## config.mk

```make
export PLATFORM = sky130hd
export DESIGN_NAME = cursor_overlay_blend_top
export DESIGN_NICKNAME = d
export VERILOG_FILES = /design/src/sv/cob_pkg.sv /design/src/sv/cob_lane.sv /design/src/sv/cob_addr.sv /design/src/sv/cursor_overlay_blend_top.sv
export SDC_FILE = /design/constraint.sdc
export NUM_CORES = 2
export LEC_CHECK = 0
export ABC_AREA = 1
export BUFFER_PORTS_ARGS = -buffer_cell sky130_fd_sc_hd__buf_4
export CAP_MARGIN = 20
export CORE_AREA = 2 2 202 353
export DETAILED_ROUTE_END_ITERATION = 10
export DIE_AREA = 0 0 204 355
export PLACE_DENSITY = 0.73
export SYNTH_ARGS = -nofsm -noshare
export SYNTH_HDL_FRONTEND = slang
export SYNTH_SLANG_ARGS = --single-unit
```

## constraint.sdc

```tcl
create_clock -name clock -period 8 [get_ports clock]
set_input_delay 0.4 -clock clock [delete_from_list [all_inputs] [get_ports clock]]
set_output_delay 0.4 -clock clock [all_outputs]
set_load 0.1 [all_outputs]
```

## src/sv/cob_pkg.sv

```systemverilog
// Shared constants, types and helpers for the cursor overlay blend block.
`timescale 1ns / 1ps
package cob_pkg;

   // Design limits
   localparam int MAX_CURSOR = 256;
   localparam int MAX_FRAME  = 8192;

   // Field widths
   localparam int CFG_W        = 14;
   localparam int CSR_INDEX_W  = 3;
   localparam int COORD_W      = 8;
   localparam int PIXEL_W      = 32;
   localparam int BYTE_W       = 8;
   localparam int LANES        = PIXEL_W / BYTE_W;
   localparam int OFFSET_W     = 26;

   // Derived widths
   localparam int FRAME_IDX_W  = $clog2(MAX_FRAME);
   localparam int CMP_W        = CFG_W + 2;
   localparam int CUR_CMP_W    = COORD_W + 1;
   localparam int PROD_W       = FRAME_IDX_W + CFG_W;
   localparam int SUM_W        = (PROD_W + 1 > OFFSET_W) ? PROD_W + 1 : OFFSET_W;
   localparam int WPROD_W      = 2 * BYTE_W;
   localparam int WSUM_W       = WPROD_W + 1;

   localparam logic [BYTE_W-1:0] FULL_ALPHA = 8'd255;

   // Register indexes
   localparam logic [CSR_INDEX_W-1:0] CSR_MONO_MODE    = 3'd0;
   localparam logic [CSR_INDEX_W-1:0] CSR_ORIGIN_X     = 3'd1;
   localparam logic [CSR_INDEX_W-1:0] CSR_ORIGIN_Y     = 3'd2;
   localparam logic [CSR_INDEX_W-1:0] CSR_FRAME_WIDTH  = 3'd3;
   localparam logic [CSR_INDEX_W-1:0] CSR_FRAME_HEIGHT = 3'd4;
   localparam logic [CSR_INDEX_W-1:0] CSR_ROW_STRIDE   = 3'd5;

   // Reset values
   localparam logic [CFG_W-1:0] RST_FRAME_WIDTH  = 14'd1920;
   localparam logic [CFG_W-1:0] RST_FRAME_HEIGHT = 14'd1080;
   localparam logic [CFG_W-1:0] RST_ROW_STRIDE   = 14'd1920;

   // Result of the address stage
   typedef struct packed {
      logic                in_frame;
      logic [OFFSET_W-1:0] dest_offset;
   } addr_res_type;

   // Exact floor(v / 255) for v up to 255 * 255
   function automatic logic [BYTE_W-1:0] div255(input logic [WSUM_W-1:0] v);
      logic [WSUM_W-1:0] t;
      t = v + (v >> BYTE_W) + WSUM_W'(1);
      return t[2*BYTE_W-1:BYTE_W];
   endfunction

endpackage

```

## src/sv/cob_lane.sv

```systemverilog
// One byte lane of the alpha blend: weighted products, then sum and divide by 255.
`timescale 1ns / 1ps
module cob_lane (
   input  logic                       clock,
   input  logic                       load,
   input  logic [cob_pkg::BYTE_W-1:0] dst_byte,
   input  logic [cob_pkg::BYTE_W-1:0] src_byte,
   input  logic [cob_pkg::BYTE_W-1:0] alpha,
   output logic [cob_pkg::BYTE_W-1:0] blend_byte
);
   import cob_pkg::*;

   logic [WPROD_W-1:0] prod_d_ff, prod_d_in;
   logic [WPROD_W-1:0] prod_p_ff, prod_p_in;
   logic [WSUM_W-1:0]  sum;

   assign prod_d_in = {{BYTE_W{1'b0}}, dst_byte} * {{BYTE_W{1'b0}}, FULL_ALPHA - alpha};
   assign prod_p_in = {{BYTE_W{1'b0}}, src_byte} * {{BYTE_W{1'b0}}, alpha};

   always_ff @(posedge clock) begin
      if (load) begin
         prod_d_ff <= prod_d_in;
         prod_p_ff <= prod_p_in;
      end
   end

   assign sum        = {1'b0, prod_d_ff} + {1'b0, prod_p_ff};
   assign blend_byte = div255(sum);

endmodule

```

## src/sv/cob_addr.sv

```systemverilog
// Target position, frame clipping and row offset product for one request.
`timescale 1ns / 1ps
module cob_addr (
   input  logic                           clock,
   input  logic                           load,
   input  logic [cob_pkg::COORD_W-1:0]    cursor_row,
   input  logic [cob_pkg::COORD_W-1:0]    cursor_col,
   input  logic signed [cob_pkg::CFG_W-1:0] origin_x,
   input  logic signed [cob_pkg::CFG_W-1:0] origin_y,
   input  logic [cob_pkg::CFG_W-1:0]      frame_width,
   input  logic [cob_pkg::CFG_W-1:0]      frame_height,
   input  logic [cob_pkg::CFG_W-1:0]      row_stride,
   output cob_pkg::addr_res_type          res
);
   import cob_pkg::*;

   logic [CMP_W-1:0]       x_pos, y_pos;
   logic [CMP_W-1:0]       width_lim, height_lim;
   logic                   cursor_ok, x_ok, y_ok;
   logic                   inside_ff, inside_in;
   logic [FRAME_IDX_W-1:0] x_ff;
   logic [PROD_W-1:0]      prod_ff, prod_in;
   logic [SUM_W-1:0]       offset_sum;

   // Sign-extend origin, add the cursor index
   assign x_pos = {{(CMP_W-CFG_W){origin_x[CFG_W-1]}}, origin_x}
                + {{(CMP_W-COORD_W){1'b0}}, cursor_col};
   assign y_pos = {{(CMP_W-CFG_W){origin_y[CFG_W-1]}}, origin_y}
                + {{(CMP_W-COORD_W){1'b0}}, cursor_row};

   // Clamp frame size to the design limit
   assign width_lim  = ({2'b00, frame_width} > CMP_W'(MAX_FRAME))
                     ? CMP_W'(MAX_FRAME) : {2'b00, frame_width};
   assign height_lim = ({2'b00, frame_height} > CMP_W'(MAX_FRAME))
                     ? CMP_W'(MAX_FRAME) : {2'b00, frame_height};

   assign cursor_ok = ({1'b0, cursor_row} < CUR_CMP_W'(MAX_CURSOR))
                   && ({1'b0, cursor_col} < CUR_CMP_W'(MAX_CURSOR));
   assign x_ok      = !x_pos[CMP_W-1] && (x_pos < width_lim);
   assign y_ok      = !y_pos[CMP_W-1] && (y_pos < height_lim);
   assign inside_in = cursor_ok && x_ok && y_ok;

   assign prod_in = {{CFG_W{1'b0}}, y_pos[FRAME_IDX_W-1:0]}
                  * {{FRAME_IDX_W{1'b0}}, row_stride};

   always_ff @(posedge clock) begin
      if (load) begin
         inside_ff <= inside_in;
         x_ff      <= x_pos[FRAME_IDX_W-1:0];
         prod_ff   <= prod_in;
      end
   end

   assign offset_sum      = SUM_W'(prod_ff) + SUM_W'(x_ff);
   assign res.in_frame    = inside_ff;
   assign res.dest_offset = inside_ff ? offset_sum[OFFSET_W-1:0] : '0;

endmodule

```

## src/sv/cursor_overlay_blend_top.sv

```systemverilog
// Cursor overlay blend: composites one cursor pixel per request onto the frame.
// Path: an accepted request is registered in stage 1, then in the response register.
// Throughput: one request per cycle; a stalled response holds the pipeline once stage 1 is full.
// Stages: address and byte-lane multipliers, then sum/divide, offset add and merge.
// Reset: synchronous active-high reset empties the pipeline and restores registers
// (mono off, origin 0, frame 1920x1080, stride 1920).
`timescale 1ns / 1ps
module cursor_overlay_blend_top (
   input  logic                               clock,
   input  logic                               reset,
   // configuration write port
   input  logic                               csr_wr_en,
   input  logic [cob_pkg::CSR_INDEX_W-1:0]    csr_index,
   input  logic [cob_pkg::CFG_W-1:0]          csr_wdata,
   // request channel
   input  logic                               req_valid,
   output logic                               req_ready,
   input  logic [cob_pkg::COORD_W-1:0]        req_cursor_row,
   input  logic [cob_pkg::COORD_W-1:0]        req_cursor_col,
   input  logic [cob_pkg::PIXEL_W-1:0]        req_image_word,
   input  logic [cob_pkg::PIXEL_W-1:0]        req_mask_word,
   input  logic [cob_pkg::PIXEL_W-1:0]        req_frame_pixel,
   // response channel
   output logic                               rsp_valid,
   input  logic                               rsp_ready,
   output logic                               rsp_write_enable,
   output logic [cob_pkg::OFFSET_W-1:0]       rsp_dest_offset,
   output logic [cob_pkg::PIXEL_W-1:0]        rsp_new_pixel
);
   import cob_pkg::*;

   // ---------------------------------------------------------------
   // Configuration registers
   // ---------------------------------------------------------------
   logic                    mono_mode_ff, mono_mode_in;
   logic signed [CFG_W-1:0] origin_x_ff, origin_x_in;
   logic signed [CFG_W-1:0] origin_y_ff, origin_y_in;
   logic [CFG_W-1:0]        frame_width_ff, frame_width_in;
   logic [CFG_W-1:0]        frame_height_ff, frame_height_in;
   logic [CFG_W-1:0]        row_stride_ff, row_stride_in;

   always_comb begin
      mono_mode_in    = mono_mode_ff;
      origin_x_in     = origin_x_ff;
      origin_y_in     = origin_y_ff;
      frame_width_in  = frame_width_ff;
      frame_height_in = frame_height_ff;
      row_stride_in   = row_stride_ff;
      if (csr_wr_en) begin
         case (csr_index)
            CSR_MONO_MODE:    mono_mode_in    = csr_wdata[0];
            CSR_ORIGIN_X:     origin_x_in     = csr_wdata;
            CSR_ORIGIN_Y:     origin_y_in     = csr_wdata;
            CSR_FRAME_WIDTH:  frame_width_in  = csr_wdata;
            CSR_FRAME_HEIGHT: frame_height_in = csr_wdata;
            CSR_ROW_STRIDE:   row_stride_in   = csr_wdata;
            default: ;  // drop writes to unknown indexes
         endcase
      end
   end

   always_ff @(posedge clock) begin
      if (reset) begin
         mono_mode_ff    <= 1'b0;
         origin_x_ff     <= '0;
         origin_y_ff     <= '0;
         frame_width_ff  <= RST_FRAME_WIDTH;
         frame_height_ff <= RST_FRAME_HEIGHT;
         row_stride_ff   <= RST_ROW_STRIDE;
      end else begin
         mono_mode_ff    <= mono_mode_in;
         origin_x_ff     <= origin_x_in;
         origin_y_ff     <= origin_y_in;
         frame_width_ff  <= frame_width_in;
         frame_height_ff <= frame_height_in;
         row_stride_ff   <= row_stride_in;
      end
   end

   // ---------------------------------------------------------------
   // Pipeline control: stage 1 (products) feeds the response register.
   // The response register takes a new value whenever it is empty or
   // being drained; stage 1 moves on under the same condition, so a
   // request enters while a finished response still waits, as long as
   // stage 1 itself is free.
   // ---------------------------------------------------------------
   logic s1_valid_ff, s1_valid_in;
   logic out_valid_ff, out_valid_in;
   logic out_take;
   logic req_fire;

   assign out_take  = !out_valid_ff || rsp_ready;
   assign req_ready = !s1_valid_ff || out_take;
   assign req_fire  = req_valid && req_ready;

   assign s1_valid_in  = req_fire ? 1'b1 : (out_take ? 1'b0 : s1_valid_ff);
   assign out_valid_in = out_take ? s1_valid_ff : out_valid_ff;

   always_ff @(posedge clock) begin
      if (reset) begin
         s1_valid_ff  <= 1'b0;
         out_valid_ff <= 1'b0;
      end else begin
         s1_valid_ff  <= s1_valid_in;
         out_valid_ff <= out_valid_in;
      end
   end

   // ---------------------------------------------------------------
   // Stage 1 payload carried alongside the lanes and address unit
   // ---------------------------------------------------------------
   logic [PIXEL_W-1:0] frame_ff;
   logic [PIXEL_W-1:0] mask_ff;
   logic               image_nz_ff;
   logic               mono_ff;

   always_ff @(posedge clock) begin
      if (req_fire) begin
         frame_ff    <= req_frame_pixel;
         mask_ff     <= req_mask_word;
         image_nz_ff <= |req_image_word;
         mono_ff     <= mono_mode_ff;
      end
   end

   // Address stage: clip and row offset
   addr_res_type addr_res;

   cob_addr u_addr (
      .clock        (clock),
      .load         (req_fire),
      .cursor_row   (req_cursor_row),
      .cursor_col   (req_cursor_col),
      .origin_x     (origin_x_ff),
      .origin_y     (origin_y_ff),
      .frame_width  (frame_width_ff),
      .frame_height (frame_height_ff),
      .row_stride   (row_stride_ff),
      .res          (addr_res)
   );

   // Four byte lanes, all weighted by the image alpha byte
   logic [PIXEL_W-1:0] blend_pixel;

   for (genvar k = 0; k < LANES; k++) begin : g_lane
      cob_lane u_lane (
         .clock      (clock),
         .load       (req_fire),
         .dst_byte   (req_frame_pixel[k*BYTE_W +: BYTE_W]),
         .src_byte   (req_image_word[k*BYTE_W +: BYTE_W]),
         .alpha      (req_image_word[PIXEL_W-1 -: BYTE_W]),
         .blend_byte (blend_pixel[k*BYTE_W +: BYTE_W])
      );
   end

   // ---------------------------------------------------------------
   // Merge: pick the new pixel and register the response
   // ---------------------------------------------------------------
   logic                wr_ff, wr_in;
   logic [OFFSET_W-1:0] offset_ff, offset_in;
   logic [PIXEL_W-1:0]  pixel_ff, pixel_in;

   always_comb begin
      wr_in     = addr_res.in_frame && image_nz_ff;
      offset_in = wr_in ? addr_res.dest_offset : '0;
      if (!wr_in) begin
         pixel_in = frame_ff;               // no write: pass the frame pixel
      end else if (mono_ff) begin
         pixel_in = frame_ff ^ mask_ff;     // monochrome XOR cursor
      end else begin
         pixel_in = blend_pixel;            // alpha blend
      end
   end

   always_ff @(posedge clock) begin
      if (out_take) begin
         wr_ff     <= wr_in;
         offset_ff <= offset_in;
         pixel_ff  <= pixel_in;
      end
   end

   assign rsp_valid        = out_valid_ff;
   assign rsp_write_enable = wr_ff;
   assign rsp_dest_offset  = offset_ff;
   assign rsp_new_pixel    = pixel_ff;

`ifndef NO_ASSERTIONS
   // A skipped pixel never carries an offset
   a_no_write_zero_offset: assert property (@(posedge clock) disable iff (reset)
      (rsp_valid && !rsp_write_enable) |-> (rsp_dest_offset == '0))
      else $error("skipped pixel with nonzero offset");

   // An accepted request occupies stage 1 on the next cycle
   a_accept_fills_s1: assert property (@(posedge clock) disable iff (reset)
      req_fire |=> s1_valid_ff)
      else $error("accepted request lost before stage 1");

   // A full stage 1 that cannot drain blocks new requests and keeps its request
   a_s1_blocked: assert property (@(posedge clock) disable iff (reset)
      (s1_valid_ff && !out_take) |-> (!req_ready ##1 s1_valid_ff))
      else $error("stage 1 overwritten or dropped while stalled");

   // A stalled response keeps the response register full
   a_out_hold: assert property (@(posedge clock) disable iff (reset)
      (out_valid_ff && !rsp_ready) |=> out_valid_ff)
      else $error("response dropped while stalled");
`endif

endmodule

```

==> impl_metrics.ini <==
[run_status]
status = finished clean

[worst_setup_path]
critical-path-max-stage-delay_ps = 540
setup.worst_path.start = origin_y_ff[0]
cpMostUsedCell = sky130_fd_sc_hd__fa_1
critPathLaunchType = register
worstSetupEndpointType = register
worst_path_max_delay_cell = sky130_fd_sc_hd__fa_1
worstPathRequired_ps = 8330
crit_arrival_ps = 7170
criticalPathCategory = register to register
crit-reg2reg-launch = origin_y_ff[0]
cp_max_fanout = 8

[timing]
setup_total_negative_slack_ps = 0
final.setup_skew_ps = 24.5
timing.final.ws_setup_ps = 1160
least_margin_pin_slew_ps = 1150
finalMaxSlewViolations = 0
setup_viol = 0
period_minus_slack_ps = 6840
timing.slew.headroom_pct = 23.3
max_clock_freq_ghz = 0.146
finalHoldViolCount = 0
unrepaired_setup_endpoints_after_global_routing = false
timing.final.crit_share_pct = 85.5

[logic_synthesis]
syn_nets = 6061
asyncSetResetFlopFracSynth_pct = 0
number_of_flops_mapped_to_enable_cells_by_yosys = 292
synth_top_cell_area_share_pct = 21.2
synthTopCellsByCount = sky130_fd_sc_hd__nand2_1 (1044), sky130_fd_sc_hd__inv_1 (983), sky130_fd_sc_hd__ha_1 (500), sky130_fd_sc_hd__nor2_1 (473), sky130_fd_sc_hd__fa_1 (414)
yosys.cell_count.top_type = sky130_fd_sc_hd__nand2_1
synthDistinctLibCells = 56
post_synth_inst_count = 5013
ys_seq_elements = 365
top_cell_type_by_total_area_after_synthesis = sky130_fd_sc_hd__edfxtp_1
synthesis.yosys.warnings = 0
synth.cell_area_um2 = 41300
avgSynthCellArea_um2 = 8.25
postSynth.topFlopCell = sky130_fd_sc_hd__edfxtp_1
sequential_to_total_area_share_from_yosys_stat_pct = 24.7
synth_area_leaders = sky130_fd_sc_hd__edfxtp_1 (21%), sky130_fd_sc_hd__fa_1 (20%), sky130_fd_sc_hd__ha_1 (15%), sky130_fd_sc_hd__nand2_1 (9.5%), sky130_fd_sc_hd__inv_1 (8.9%)

[clock_tree]
ctsHtreeMaxLevel = 2
clock_tree_from_tritoncts = built
setup_buffers_after_cts = 0
number_of_cts_inserted_buffers = 40
post_cts_resized = 0
clk_pin_slew_worst_paths_ps = 60
cts.path.max_buffers = 3
cts-root-buf = sky130_fd_sc_hd__clkbuf_16
clock_sink_count = 365
clkLatencyLatePin_ps = 600

[grt]
antenna_found_initial = 6
grt_start_max_net_pins = 113
global_route.usage.total_pct = 32.5
global_route_wire_length_before_repair_um = 180000
gr-total-overflow = 0
first_global_vias = 35129

[drt]
detail_route.drc_violations = 0
detail_route.wirelength_um = 116000
detail_route.wl_per_cell_um = 19.0
drt_via_density = 5.58
ant_nets = 0
vias = 34053
count_of_tritonroute_iterations_in_the_first_routing_pass = 6
iteration_0_drc_markers = 2064

[place]
placed_cell_area_um2 = 43600
post-dp-hpwl_um = 92500
gpl.final_weighted_congestion = 0.965
detailedPlace.worstSlack_ps = 1050
port_buffers = 194

[hold_path]
hp-class = primary input to register
hp-start = req_frame_pixel[0]

[power]
max-vdd-ir-drop_mv = 0.350
p_leak_nw = 23.8
total_power_mw = 15.5
power.density_nw_per_um2 = 344

[floorplanning]
initial_core_util_pct = 59.5
placeableCoreArea_um2 = 69500
floorplan.io_pins = 195
floorplan.die.height_um = 355
die_area_um2 = 72400
floorplan.die.width_um = 204
rows = 128

[cells_and_area]
fillers = 6036
regArea_um2 = 10200
design_area_final_um2 = 45200
multiInputGateArea_um2 = 26800
post_route_cells_drive_above_1_share_pct = 6.41
finish.utilization_pct = 65.0
layout-area-overhead-vs-synth_pct = 9.24
nets = 6213

[flow_run]
cap_violations = 0
## cell families after synthesis
kind of cell | share of synthesized area, %
AO/OA/AOI/OAI | 7.76
AND/OR/NAND/NOR | 18.0
XOR/XNOR | 3.94
flip-flops | 24.7
buffers and inverters | 10.4
adder cells (fa/ha/maj) | 35.2
## flip-flops by register name, indices dropped and copies added, names as in the netlist, 26 cells and up
| register | cells |
|---|---|
| g_lane.u_lane.prod_p_ff | 63 |
| rsp_dest_offset | 26 |
| frame_ff | 32 |
| u_addr.prod_ff | 26 |
| rsp_new_pixel | 32 |
| mask_ff | 32 |
| g_lane.u_lane.prod_d_ff | 64 |
## area by class of cell
class                   count  share of cell area [%]
multi-input cells        3512                    59.4
flip-flops and latches    365                    22.7
inverters                 999                    8.33
repair buffers            247                    4.29
well taps                 910                    2.52
clock buffers              47                    2.32
clock inverters            24                   0.446
diodes                      4                  0.0222
## critical path, delay by kind of cell (launching register included)
kind	cells	cell delay, ps
simple gates	8	1320
fa+ha+maj	8	3300
xor+xnor	1	140
buf+inv	6	630
flops	1	340
compound gates	5	820
## per-layer routing
layer / routed length (µm) / global-route usage (%)
met1: 38600 / 32.3
met2: 61600 / 61.3
met3: 6140 / 4.47
met4: 9450 / 23.0
met5: 26 / 0
## path summary, 6_finish.rpt
check                             to  slack, ps  depth (start not counted)
setup reg to reg  u_addr.prod_ff[18]       1160                         28
hold reg to reg              mono_ff        440                          0
hold / removal           frame_ff[0]         50                          1
setup / recovery  u_addr.prod_ff[18]       1160                         28
## metrics by stage
step / instances / hold WS (ps)
CTS: 6104 / 23.8
global route: 6105 / 33.3
finish: 6108 / 47.5
global placement: 6000 / 412
detailed placement: 6000 / 417
floorplan: 5013 / 402
## cell usage in the layout (no fill, tap or decap), types with 11 or more instances in the layout
| cell | synthesis | routed |
|---|---|---|
| sky130_fd_sc_hd__nand2_1 | 1044 | 1043 |
| sky130_fd_sc_hd__inv_1 | 983 | 981 |
| sky130_fd_sc_hd__ha_1 | 500 | 500 |
| sky130_fd_sc_hd__nor2_1 | 473 | 473 |
| sky130_fd_sc_hd__fa_1 | 414 | 414 |
| sky130_fd_sc_hd__a21oi_1 | 297 | 297 |
| sky130_fd_sc_hd__edfxtp_1 | 292 | 292 |
| sky130_fd_sc_hd__buf_4 | 1 | 214 |
| sky130_fd_sc_hd__o21ai_0 | 185 | 185 |
| sky130_fd_sc_hd__nand3_1 | 166 | 166 |
| sky130_fd_sc_hd__xor2_1 | 118 | 118 |
| sky130_fd_sc_hd__dfxtp_1 | 73 | 73 |
| sky130_fd_sc_hd__xnor2_1 | 63 | 63 |
| sky130_fd_sc_hd__clkbuf_16 | 0 | 41 |
| sky130_fd_sc_hd__dlygate4sd3_1 | 0 | 33 |
| sky130_fd_sc_hd__nand4_1 | 30 | 30 |
| sky130_fd_sc_hd__nor3_1 | 29 | 29 |
| sky130_fd_sc_hd__a21o_1 | 25 | 25 |
| sky130_fd_sc_hd__nand2_2 | 21 | 21 |
| sky130_fd_sc_hd__nor4_1 | 13 | 13 |
| sky130_fd_sc_hd__o21bai_1 | 13 | 13 |
| sky130_fd_sc_hd__nand3b_1 | 13 | 13 |
| sky130_fd_sc_hd__clkinv_1 | 7 | 12 |
| sky130_fd_sc_hd__o21a_1 | 11 | 11 |
| sky130_fd_sc_hd__a31oi_1 | 11 | 11 |
## report_power, final
part | total [mW] | leakage, nW | switching (mW) | internal, mW
Combinational | 10.7 | 19.7 | 7.04 | 3.62
Clock | 1.83 | 0.589 | 0.821 | 1.01
Sequential | 3.03 | 3.53 | 0.244 | 2.79
## what timing repair did
action,in CTS,in global routing
endpoints found under the hold margin,35,0
endpoints found under the setup margin,0,0
hold buffers,33,0
No activity file was read; power rests on OpenSTA's default activity.
